[config.mk]
export PLATFORM = sky130hd
export DESIGN_NAME = string_to_integer_parser_flat
export DESIGN_NICKNAME = d
export VERILOG_FILES = /design/src/hw/rtl/stp_pkg.sv /design/src/hw/rtl/stp_if.sv /design/src/hw/rtl/stp_in_stage.sv /design/src/hw/rtl/stp_core.sv /design/src/hw/rtl/string_to_integer_parser.sv /design/src/flat_wrapper.sv
export SDC_FILE = /design/constraint.sdc
export NUM_CORES = 1
export LEC_CHECK = 0
export ABC_CLOCK_PERIOD_IN_PS = 15800
export BUFFER_PORTS_ARGS = -buffer_cell sky130_fd_sc_hd__buf_2
export CAP_MARGIN = 20
export CORE_MARGIN = 10
export CORE_UTILIZATION = 45
export CTS_CLUSTER_SIZE = 25
export DETAILED_ROUTE_END_ITERATION = 16
export REMOVE_ABC_BUFFERS = 1
export SKIP_CTS_REPAIR_TIMING = 1
export SLEW_MARGIN = 15
export SYNTH_ARGS = -nofsm -noshare
export SYNTH_HDL_FRONTEND = slang
export SYNTH_HIERARCHICAL = 1
export SYNTH_SLANG_ARGS = --single-unit
[constraint.sdc]
create_clock -name clock -period 15.8 [get_ports clock]
set_clock_uncertainty 0.1 [all_clocks]
set_input_delay 3.16 -clock clock [delete_from_list [all_inputs] [get_ports clock]]
set_output_delay 3.16 -clock clock [all_outputs]
set_load 0.1 [all_outputs]
[src/hw/rtl/stp_pkg.sv]
// shared types, constants and character helpers of the string to integer parser
package stp_pkg;

   // default sizes
   localparam int VALUE_WIDTH_DEF = 64;
   localparam int MAX_LEN_DEF     = 4096;

   // fixed field widths
   localparam int CH_W    = 8;
   localparam int BASE_W  = 6;
   localparam int INDEX_W = 13;
   localparam int CSR_W   = 6;

   // register indexes
   localparam logic CSR_NUMBER_BASE   = 1'b0;
   localparam logic CSR_UNSIGNED_KIND = 1'b1;

   // bases and characters
   localparam logic [BASE_W-1:0] BASE_AUTO  = 6'd0;
   localparam logic [BASE_W-1:0] BASE_OCT   = 6'd8;
   localparam logic [BASE_W-1:0] BASE_DEC   = 6'd10;
   localparam logic [BASE_W-1:0] BASE_HEX   = 6'd16;
   localparam logic [BASE_W-1:0] BASE_MAX   = 6'd36;
   localparam logic [BASE_W-1:0] BASE_ONE   = 6'd1;

   localparam logic [CH_W-1:0] CH_TAB     = 8'd9;
   localparam logic [CH_W-1:0] CH_CR      = 8'd13;
   localparam logic [CH_W-1:0] CH_SPACE   = 8'd32;
   localparam logic [CH_W-1:0] CH_PLUS    = 8'h2b;
   localparam logic [CH_W-1:0] CH_MINUS   = 8'h2d;
   localparam logic [CH_W-1:0] CH_ZERO    = 8'h30;
   localparam logic [CH_W-1:0] CH_NINE    = 8'h39;
   localparam logic [CH_W-1:0] CH_UPPER_A = 8'h41;
   localparam logic [CH_W-1:0] CH_UPPER_Z = 8'h5a;
   localparam logic [CH_W-1:0] CH_LOWER_A = 8'h61;
   localparam logic [CH_W-1:0] CH_LOWER_Z = 8'h7a;
   localparam logic [CH_W-1:0] CH_LOWER_X = 8'h78;
   localparam logic [CH_W-1:0] DIGIT_OFS  = 8'd10;

   // parser phases
   typedef enum logic [2:0] {
      PH_DONE,
      PH_SPACE,
      PH_PREFIX,
      PH_XCHECK,
      PH_DIGITS
   } stp_phase_type;

   // one input word
   typedef struct packed {
      logic [CH_W-1:0] ch;
      logic            first;
   } stp_item_type;

   // input register contents
   typedef struct packed {
      logic         valid;
      stp_item_type item;
   } stp_slot_type;

   // configuration registers
   typedef struct packed {
      logic [BASE_W-1:0] number_base;
      logic              unsigned_kind;
   } stp_cfg_type;

   // digit lookup result
   typedef struct packed {
      logic              valid;
      logic [BASE_W-1:0] digit;
   } stp_digit_type;

   function automatic logic is_space(input logic [CH_W-1:0] c);
      return (c == CH_SPACE) || ((c >= CH_TAB) && (c <= CH_CR));
   endfunction

   function automatic logic base_invalid(input logic [BASE_W-1:0] b);
      return (b == BASE_ONE) || (b > BASE_MAX);
   endfunction

   // digit value of c in radix b
   function automatic stp_digit_type digit_of(input logic [BASE_W-1:0] b,
                                              input logic [CH_W-1:0] c);
      stp_digit_type   r;
      logic [CH_W-1:0] d;
      logic            hit;
      d   = '0;
      hit = 1'b1;
      if ((c >= CH_ZERO) && (c <= CH_NINE)) begin
         d = c - CH_ZERO;
      end else if ((c >= CH_LOWER_A) && (c <= CH_LOWER_Z)) begin
         d = c - CH_LOWER_A + DIGIT_OFS;
      end else if ((c >= CH_UPPER_A) && (c <= CH_UPPER_Z)) begin
         d = c - CH_UPPER_A + DIGIT_OFS;
      end else begin
         hit = 1'b0;
      end
      r.digit = d[BASE_W-1:0];
      r.valid = hit && (d < {2'b00, b});
      return r;
   endfunction

endpackage

[src/hw/rtl/stp_if.sv]
// handshake channels for characters in and parse results out
interface stp_req_if
   import stp_pkg::*;
();
   logic            valid;
   logic            ready;
   logic [CH_W-1:0] ch;
   logic            first;

   modport source (output valid, output ch, output first, input ready);
   modport sink   (input valid, input ch, input first, output ready);
endinterface

interface stp_rsp_if
   import stp_pkg::*;
#(
   parameter int VALUE_WIDTH = VALUE_WIDTH_DEF
);
   logic                   valid;
   logic                   ready;
   logic [VALUE_WIDTH-1:0] value;
   logic [INDEX_W-1:0]     end_index;
   logic                   bad_base;

   modport source (output valid, output value, output end_index, output bad_base,
                   input ready);
   modport sink   (input valid, input value, input end_index, input bad_base,
                   output ready);
endinterface

[src/hw/rtl/stp_in_stage.sv]
// input register that holds one character word for the step logic
module stp_in_stage
   import stp_pkg::*;
(
   input  logic         clock,
   input  logic         reset,
   stp_req_if.sink      req_if,
   input  logic         take,
   output stp_slot_type slot
);

   logic         valid_ff, valid_in;
   stp_item_type item_ff;
   logic         load;

   // free slot or slot emptied this cycle
   assign req_if.ready = !valid_ff || take;
   assign load         = req_if.valid && req_if.ready;

   always_comb begin
      valid_in = valid_ff;
      if (load) begin
         valid_in = 1'b1;
      end else if (take) begin
         valid_in = 1'b0;
      end
   end

   always_ff @(posedge clock) begin
      if (reset) begin
         valid_ff <= 1'b0;
      end else begin
         valid_ff <= valid_in;
      end
   end

   // payload, no reset
   always_ff @(posedge clock) begin
      if (load) begin
         item_ff.ch    <= req_if.ch;
         item_ff.first <= req_if.first;
      end
   end

   assign slot.valid = valid_ff;
   assign slot.item  = item_ff;

endmodule

[src/hw/rtl/stp_core.sv]
// parser state, one step of character logic and the result register
module stp_core
   import stp_pkg::*;
#(
   parameter int VALUE_WIDTH = VALUE_WIDTH_DEF,
   parameter int MAX_LEN     = MAX_LEN_DEF
) (
   input  logic         clock,
   input  logic         reset,
   input  stp_slot_type slot,
   input  stp_cfg_type  cfg,
   output logic         take,
   stp_rsp_if.source    rsp_if
);

   localparam int POS_W = $clog2(MAX_LEN + 1);
   localparam logic [POS_W-1:0] POS_LIMIT = POS_W'(MAX_LEN);
   localparam logic [VALUE_WIDTH-1:0] UMAX = {VALUE_WIDTH{1'b1}};
   localparam logic [VALUE_WIDTH-1:0] SMAX = {1'b0, {(VALUE_WIDTH-1){1'b1}}};

   // state registers
   stp_phase_type          phase_ff, phase_in;
   logic [BASE_W-1:0]      base_ff, base_in;
   logic                   neg_ff, neg_in;
   logic [VALUE_WIDTH-1:0] acc_ff, acc_in;
   logic [POS_W-1:0]       pos_ff, pos_in;

   // result register
   logic                   rsp_valid_ff, rsp_valid_in;
   logic [VALUE_WIDTH-1:0] value_ff, value_in;
   logic [INDEX_W-1:0]     end_ff, end_in;
   logic                   bad_ff, bad_in;

   // step working values
   logic                        handled;
   logic                        emit;
   logic                        step_adv;
   logic [CH_W-1:0]             c;
   logic                        first;
   logic [VALUE_WIDTH-1:0]      acc_w;
   logic [VALUE_WIDTH+BASE_W-1:0] prod;
   logic [VALUE_WIDTH-1:0]      mac;
   logic [POS_W-1:0]            pos_w;
   logic [POS_W-1:0]            pos_next;
   logic [31:0]                 pos_ext;
   stp_digit_type               dig;

   assign c     = slot.item.ch;
   assign first = slot.item.first;

   // step when the result register is free or being drained
   assign take = slot.valid && (!rsp_valid_ff || rsp_if.ready);

   // restart clears the working copies
   assign acc_w = first ? '0 : acc_ff;
   assign pos_w = first ? '0 : pos_ff;

   // saturating position advance
   assign pos_next = (pos_w < POS_LIMIT) ? pos_w + POS_W'(1) : POS_LIMIT;

   // digit lookup and multiply-add use the base chosen within the step
   assign dig  = digit_of(base_in, c);
   assign prod = {{BASE_W{1'b0}}, acc_w} * {{VALUE_WIDTH{1'b0}}, base_in};
   assign mac  = prod[VALUE_WIDTH-1:0] + VALUE_WIDTH'(dig.digit);

   // next state and result for one character
   always_comb begin
      phase_in = phase_ff;
      base_in  = base_ff;
      neg_in   = neg_ff;
      acc_in   = acc_w;
      pos_in   = pos_w;
      handled  = 1'b0;
      emit     = 1'b0;
      step_adv = 1'b0;
      bad_in   = 1'b0;
      value_in = value_ff;
      end_in   = end_ff;
      if (first) begin
         neg_in = 1'b0;
         if (base_invalid(cfg.number_base)) begin
            handled  = 1'b1;
            emit     = 1'b1;
            bad_in   = 1'b1;
            phase_in = PH_DONE;
            value_in = cfg.unsigned_kind ? UMAX : SMAX;
            end_in   = '0;
         end else begin
            base_in  = cfg.number_base;
            phase_in = PH_SPACE;
         end
      end
      if (!handled && (phase_in == PH_DONE)) begin
         handled = 1'b1;
      end
      // whitespace and sign
      if (!handled && (phase_in == PH_SPACE)) begin
         if (is_space(c)) begin
            handled  = 1'b1;
            step_adv = 1'b1;
         end else begin
            phase_in = PH_PREFIX;
            if ((c == CH_MINUS) || (c == CH_PLUS)) begin
               neg_in   = (c == CH_MINUS);
               handled  = 1'b1;
               step_adv = 1'b1;
            end
         end
      end
      // leading zero of a prefix
      if (!handled && (phase_in == PH_PREFIX)) begin
         phase_in = PH_DIGITS;
         if ((base_in == BASE_HEX) && (c == CH_ZERO)) begin
            phase_in = PH_XCHECK;
            handled  = 1'b1;
            step_adv = 1'b1;
         end else if (base_in == BASE_AUTO) begin
            if (c == CH_ZERO) begin
               base_in  = BASE_OCT;
               phase_in = PH_XCHECK;
               handled  = 1'b1;
               step_adv = 1'b1;
            end else begin
               base_in = BASE_DEC;
            end
         end
      end
      // lower-case x after the zero
      if (!handled && (phase_in == PH_XCHECK)) begin
         phase_in = PH_DIGITS;
         if (c == CH_LOWER_X) begin
            base_in  = BASE_HEX;
            handled  = 1'b1;
            step_adv = 1'b1;
         end
      end
      // digits, or the end of the number
      if (!handled) begin
         if (dig.valid) begin
            acc_in   = mac;
            step_adv = 1'b1;
         end else begin
            emit     = 1'b1;
            phase_in = PH_DONE;
            value_in = neg_in ? (~acc_w + VALUE_WIDTH'(1)) : acc_w;
            end_in   = pos_ext[INDEX_W-1:0];
         end
      end
      if (step_adv) begin
         pos_in = pos_next;
      end
   end

   assign pos_ext = 32'(pos_w);

   // result register valid
   always_comb begin
      rsp_valid_in = rsp_valid_ff;
      if (take) begin
         rsp_valid_in = emit;
      end else if (rsp_if.ready) begin
         rsp_valid_in = 1'b0;
      end
   end

   always_ff @(posedge clock) begin
      if (reset) begin
         phase_ff     <= PH_DONE;
         base_ff      <= '0;
         neg_ff       <= 1'b0;
         acc_ff       <= '0;
         pos_ff       <= '0;
         rsp_valid_ff <= 1'b0;
      end else begin
         rsp_valid_ff <= rsp_valid_in;
         if (take) begin
            phase_ff <= phase_in;
            base_ff  <= base_in;
            neg_ff   <= neg_in;
            acc_ff   <= acc_in;
            pos_ff   <= pos_in;
         end
      end
   end

   // result payload, no reset
   always_ff @(posedge clock) begin
      if (take && emit) begin
         value_ff <= value_in;
         end_ff   <= end_in;
         bad_ff   <= bad_in;
      end
   end

   assign rsp_if.valid     = rsp_valid_ff;
   assign rsp_if.value     = value_ff;
   assign rsp_if.end_index = end_ff;
   assign rsp_if.bad_base  = bad_ff;

   // a bad base result always points at the first character
   a_bad_index: assert property (@(posedge clock) disable iff (reset)
      (rsp_valid_ff && bad_ff) |-> (end_ff == '0))
      else $error("bad base result with nonzero end index");

   // an emitted result leaves the parser done
   a_emit_done: assert property (@(posedge clock) disable iff (reset)
      (take && emit) |=> (phase_ff == PH_DONE))
      else $error("parser not done after result");

   // a done parser ignores words until a restart
   a_idle_quiet: assert property (@(posedge clock) disable iff (reset)
      (take && !first && (phase_ff == PH_DONE)) |-> !emit)
      else $error("result from idle parser");

   // digit phase always runs with a resolved radix
   a_digit_base: assert property (@(posedge clock) disable iff (reset)
      (phase_ff == PH_DIGITS) |-> ((base_ff >= 6'd2) && (base_ff <= BASE_MAX)))
      else $error("digit phase with unresolved base");

   // position saturates
   a_pos_limit: assert property (@(posedge clock) disable iff (reset)
      pos_ff <= POS_LIMIT)
      else $error("position beyond limit");

endmodule

[src/hw/rtl/string_to_integer_parser.sv]
// Streaming strtol-style parser: one character word per cycle in while no result
// waits unaccepted, at most one result per string out. A word is held in the input
// register until the step logic takes it. The step is whitespace/sign/prefix/digit
// logic with a VALUE_WIDTH by 6 bit multiply-add, and it writes the result register.
// So a result is offered from the result register once the word that ends the number
// has passed through the input register and the step logic. While a result waits
// unaccepted the step logic stalls, and at most one more word is taken into the input
// register. number_base (0 auto, 2..36) is sampled on the word with first set; an
// invalid base yields the signed or unsigned maximum with bad_base and end_index 0 on
// that word. Values wrap modulo 2^VALUE_WIDTH, and the position saturates at MAX_LEN.
module string_to_integer_parser
   import stp_pkg::*;
#(
   parameter int VALUE_WIDTH = VALUE_WIDTH_DEF,
   parameter int MAX_LEN     = MAX_LEN_DEF
) (
   input  logic             clock,
   input  logic             reset,
   stp_req_if.sink          req_if,
   stp_rsp_if.source        rsp_if,
   input  logic             csr_write_enable,
   input  logic             csr_index,
   input  logic [CSR_W-1:0] csr_write_data
);

   // configuration registers
   logic [BASE_W-1:0] number_base_ff, number_base_in;
   logic              unsigned_kind_ff, unsigned_kind_in;
   stp_cfg_type       cfg;
   stp_slot_type      slot;
   logic              take;

   always_comb begin
      number_base_in   = number_base_ff;
      unsigned_kind_in = unsigned_kind_ff;
      if (csr_write_enable) begin
         unique case (csr_index)
            CSR_NUMBER_BASE:   number_base_in   = csr_write_data[BASE_W-1:0];
            CSR_UNSIGNED_KIND: unsigned_kind_in = csr_write_data[0];
            default:           number_base_in   = number_base_ff;
         endcase
      end
   end

   always_ff @(posedge clock) begin
      if (reset) begin
         number_base_ff   <= BASE_DEC;
         unsigned_kind_ff <= 1'b0;
      end else begin
         number_base_ff   <= number_base_in;
         unsigned_kind_ff <= unsigned_kind_in;
      end
   end

   assign cfg.number_base   = number_base_ff;
   assign cfg.unsigned_kind = unsigned_kind_ff;

   // input register
   stp_in_stage u_in_stage (
      .clock  (clock),
      .reset  (reset),
      .req_if (req_if),
      .take   (take),
      .slot   (slot)
   );

   // step logic and result register
   stp_core #(
      .VALUE_WIDTH (VALUE_WIDTH),
      .MAX_LEN     (MAX_LEN)
   ) u_core (
      .clock  (clock),
      .reset  (reset),
      .slot   (slot),
      .cfg    (cfg),
      .take   (take),
      .rsp_if (rsp_if)
   );

endmodule

[src/flat_wrapper.sv]
// flat-port wrapper written by rule: the top's interface ports become plain ports
module string_to_integer_parser_flat import stp_pkg::*;
#(
   parameter int VALUE_WIDTH = VALUE_WIDTH_DEF,
   parameter int MAX_LEN     = MAX_LEN_DEF
)
  (clock, reset, csr_write_enable, csr_index, csr_write_data, req_if_valid, req_if_ch, req_if_first, req_if_ready, rsp_if_valid, rsp_if_value, rsp_if_end_index, rsp_if_bad_base, rsp_if_ready);
  stp_req_if req_if_i ();
  stp_rsp_if #(.VALUE_WIDTH(VALUE_WIDTH)) rsp_if_i ();
  input  logic clock;
  input  logic reset;
  input  logic csr_write_enable;
  input  logic csr_index;
  input  logic [CSR_W-1:0] csr_write_data;
  input wire logic [$bits(req_if_i.valid)-1:0] req_if_valid;
  input wire logic [$bits(req_if_i.ch)-1:0] req_if_ch;
  input wire logic [$bits(req_if_i.first)-1:0] req_if_first;
  output wire logic [$bits(req_if_i.ready)-1:0] req_if_ready;
  output wire logic [$bits(rsp_if_i.valid)-1:0] rsp_if_valid;
  output wire logic [$bits(rsp_if_i.value)-1:0] rsp_if_value;
  output wire logic [$bits(rsp_if_i.end_index)-1:0] rsp_if_end_index;
  output wire logic [$bits(rsp_if_i.bad_base)-1:0] rsp_if_bad_base;
  input wire logic [$bits(rsp_if_i.ready)-1:0] rsp_if_ready;
  assign req_if_i.valid = req_if_valid;
  assign req_if_i.ch = req_if_ch;
  assign req_if_i.first = req_if_first;
  assign req_if_ready = req_if_i.ready;
  assign rsp_if_valid = rsp_if_i.valid;
  assign rsp_if_value = rsp_if_i.value;
  assign rsp_if_end_index = rsp_if_i.end_index;
  assign rsp_if_bad_base = rsp_if_i.bad_base;
  assign rsp_if_i.ready = rsp_if_ready;
  string_to_integer_parser #(.VALUE_WIDTH(VALUE_WIDTH), .MAX_LEN(MAX_LEN)) u_core (.clock(clock), .reset(reset), .req_if(req_if_i), .rsp_if(rsp_if_i), .csr_write_enable(csr_write_enable), .csr_index(csr_index), .csr_write_data(csr_write_data));
endmodule
==> flow_metrics.tcl <==
set metrics [dict create \
    yosysSeqAreaShare_pct 21.0 \
    antenna_left 0 \
    cp-end-kind "register" \
    antenna_cells 0 \
    wl_per_cell_um 20.1 \
    p_leak_nw 10.3 \
    std_cell_rows 80 \
    postSynthCellCount 2590 \
    status "finished clean" \
    powerDensity_nw_per_um2 56.1 \
    place_hpwl_um 48100 \
    setup-tns-final_ns 0 \
    wl_um 64600 \
    grt_pass1_wl_um 106000 \
    drtIter0Drc 1640 \
    crit_path_start "u_core/u_in_stage/slot[0]" \
    pwr-share-comb_pct 22.5 \
    critPathRequiredTime_ns 16.09 \
    utilization_pct 48.6 \
    antenna_found_initial 0 \
    remaining_drc_errors 0 \
    die_height_um 239 \
    clock_path_buffers 2 \
    finalNonFillerCells 3214 \
    rsz0062_at_grt "no" \
    critPathSlowestCell "and4_1" \
    slew_headroom_pct 41.5 \
    r2r_slack_ns 7.11 \
    path_class "register to register" \
    start_util_pct 45.4 \
    io_pins 101 \
    grt_usage_pct 23.0 \
    ys.flop_type "dfxtp_1" \
    finalHoldViolCount 0 \
    report.final.setup_viol 0 \
    cts_tree "done" \
    ys_seq_elements 183 \
    placed_cells 3181 \
    crit_family "compound AO/OA/AOI/OAI gates" \
    dieArea_um2 57200 \
    crit_path_max_incr_delay_ns 0.66 \
    clkSinkCount 183 \
    cts_buffers 17 \
    grt_overflow 0 \
    synth.distinct_cells 90 \
    cts_max_level 4 \
    grt_pass1_vias 19100 \
    holdCritStartpoint "u_core/u_core/neg_ff" \
    final_common_cell "nor2_1" \
    p_sw_mw 0.486 \
    path_clk_slew_ns 0.09 \
    maxCapViolCount 0 \
    die_x_um 239 \
    syn_avg_cell_area_um2 8.35 \
    cp-start-kind "register" \
    pwr-share-seq_pct 41.4 \
    cts_root_buf "clkbuf_16" \
    core_um2 47600 \
    cp.arrival_ns 8.98 \
    drt_pass1_iterations 6 \
    fin_nets 2992 \
    internal_power_mw 0.814 \
    drv_slew 0 \
    p_clk_share_pct 36.1 \
    fin_crit_sh_pct 55.0 \
    grt_max_degree 80 \
    tightest_slew_ns 0.878 \
    min_path_type "register to register" \
    worstPathMaxFanout 56 \
    clk_latency_ns 0.51 \
    port_buffers 100 \
    layout-drive-gt1-share_pct 7.73 \
    clock.fmax_mhz 115 \
    ir_drop_v 0.0000749 \
    crit_buf_inv 7 \
    layout_common_cells "474 x nor2_1, 270 x nand2_1, 240 x fa_1" \
    switching_share_pct 37.4 \
    vias 19200 \
    period_minus_slack_ns 8.69 \
    via_per_inst 5.99 \
    synth_edf_count 87 \
    async_flop_share_pct 0 \
    place_congestion 0.914 \
    r2r-start "u_core/u_in_stage/slot[0]" \
    yosysWarnings 6 \
    syn2layout_area_growth_pct 7.17 \
    synth_area_um2 21600 \
]
[synthesized netlist by cell type, types with 19 or more instances]
cell | n | area, µm²
a21o_1 | 47 | 353
fa_1 | 240 | 4800
edfxtp_1 | 87 | 2610
buf_2 | 19 | 95.1
ha_1 | 145 | 1810
nand2b_1 | 22 | 138
xnor2_1 | 66 | 578
o21bai_1 | 22 | 165
nand2_1 | 271 | 1020
mux2i_1 | 25 | 250
nor2_1 | 476 | 1790
nor3_1 | 96 | 480
a21oi_1 | 232 | 1160
nor2b_1 | 24 | 150
dfxtp_1 | 96 | 1920
and3_1 | 19 | 119
inv_1 | 86 | 323
nand3_1 | 71 | 355
a31oi_1 | 30 | 188
o21ai_0 | 119 | 596
clkbuf_1 | 107 | 402
xor2_1 | 34 | 298
[sequential cells by signal, summed over array words and instances (netlist names)]
register	count
u_core/u_core/rsp_if.end_index	13
u_core/u_core/phase_ff	3
u_core/u_in_stage/slot	9
u_core/u_core/neg_ff	1
u_core/u_in_stage/valid_ff	1
u_core/u_core/acc_ff	64
u_core/u_core/rsp_if.value	64
u_core/u_core/pos_ff	13
u_core/u_core/base_ff	6
u_core/u_core/rsp_if.valid	1
u_core/number_base_ff	6
u_core/u_core/rsp_if.bad_base	1
u_core/unsigned_kind_ff	1
[power groups by stage]
stage | sequential (mW) | clock (mW) | combinational (mW)
final | 0.539 | 0.470 | 0.293
after detailed placement | 0.550 | 0 | 0.290
after CTS | 0.539 | 0.483 | 0.290
after floorplan | 0.649 | 0 | 0.121
after global placement | 0.549 | 0 | 0.286
after global routing | 0.541 | 0.499 | 0.310
[metal layers]
| metal | GRT usage, % | vias up | wire [µm] |
|---|---|---|---|
| li1 | - | 8954 | - |
| met5 | 0 | - | 0 |
| met2 | 36.5 | 654 | 29800 |
| met1 | 32.0 | 9564 | 29700 |
| met3 | 4.15 | 66 | 4170 |
| met4 | 5.05 | 0 | 873 |
[final timing paths]
check	end	cells past startpoint
setup / recovery	u_core/u_core/acc_ff[60]	28
hold / removal	u_core/u_core/neg_ff	2
setup reg to reg	u_core/u_core/acc_ff[60]	28
hold reg to reg	u_core/u_core/neg_ff	2
[tightest hold or removal path, cell delays in order, from the launching register on]
cell and delay [ns]:
dfxtp_1 0.34, nand2_1 0.06, a21oi_1 0.05
[metrics by stage]
| stage | worst slack, ns | hold WS, ns | power [mW] | area (µm²) |
|---|---|---|---|---|
| floorplan | 0.222 | 0.343 | 0.770 | 21100 |
| global placement | 7.36 | 0.367 | 0.835 | 22500 |
| detailed placement | 7.16 | 0.370 | 0.839 | 22500 |
| CTS | 7.14 | 0.381 | 1.31 | 23100 |
| global route | 6.46 | 0.427 | 1.35 | 23200 |
| finish | 7.11 | 0.388 | 1.30 | 23200 |
[final cells by class]
class / count / area, µm²
fillers: 4695 / 24500
clock buffers: 17 / 425
multi-input cells: 2175 / 16200
well taps: 615 / 769
flip-flops and latches: 183 / 4530
inverters: 87 / 327
clock inverters: 15 / 195
repair buffers: 122 / 688
[logic make-up (layout without fill, tap and decap cells)]
logic type / count (synthesis) / in the layout / share of synthesized area (%)
buffers and inverters: 232 / 241 / 4.15
DFF: 183 / 183 / 21.0
AOI/OAI and AO/OA: 593 / 593 / 17.1
and+or+nand+nor: 1069 / 1069 / 21.8
xor gates and xnor gates: 101 / 101 / 4.15
adders and majority gates: 385 / 385 / 30.6
muxes: 27 / 27 / 1.26
(Power assumes the default switching activity.)
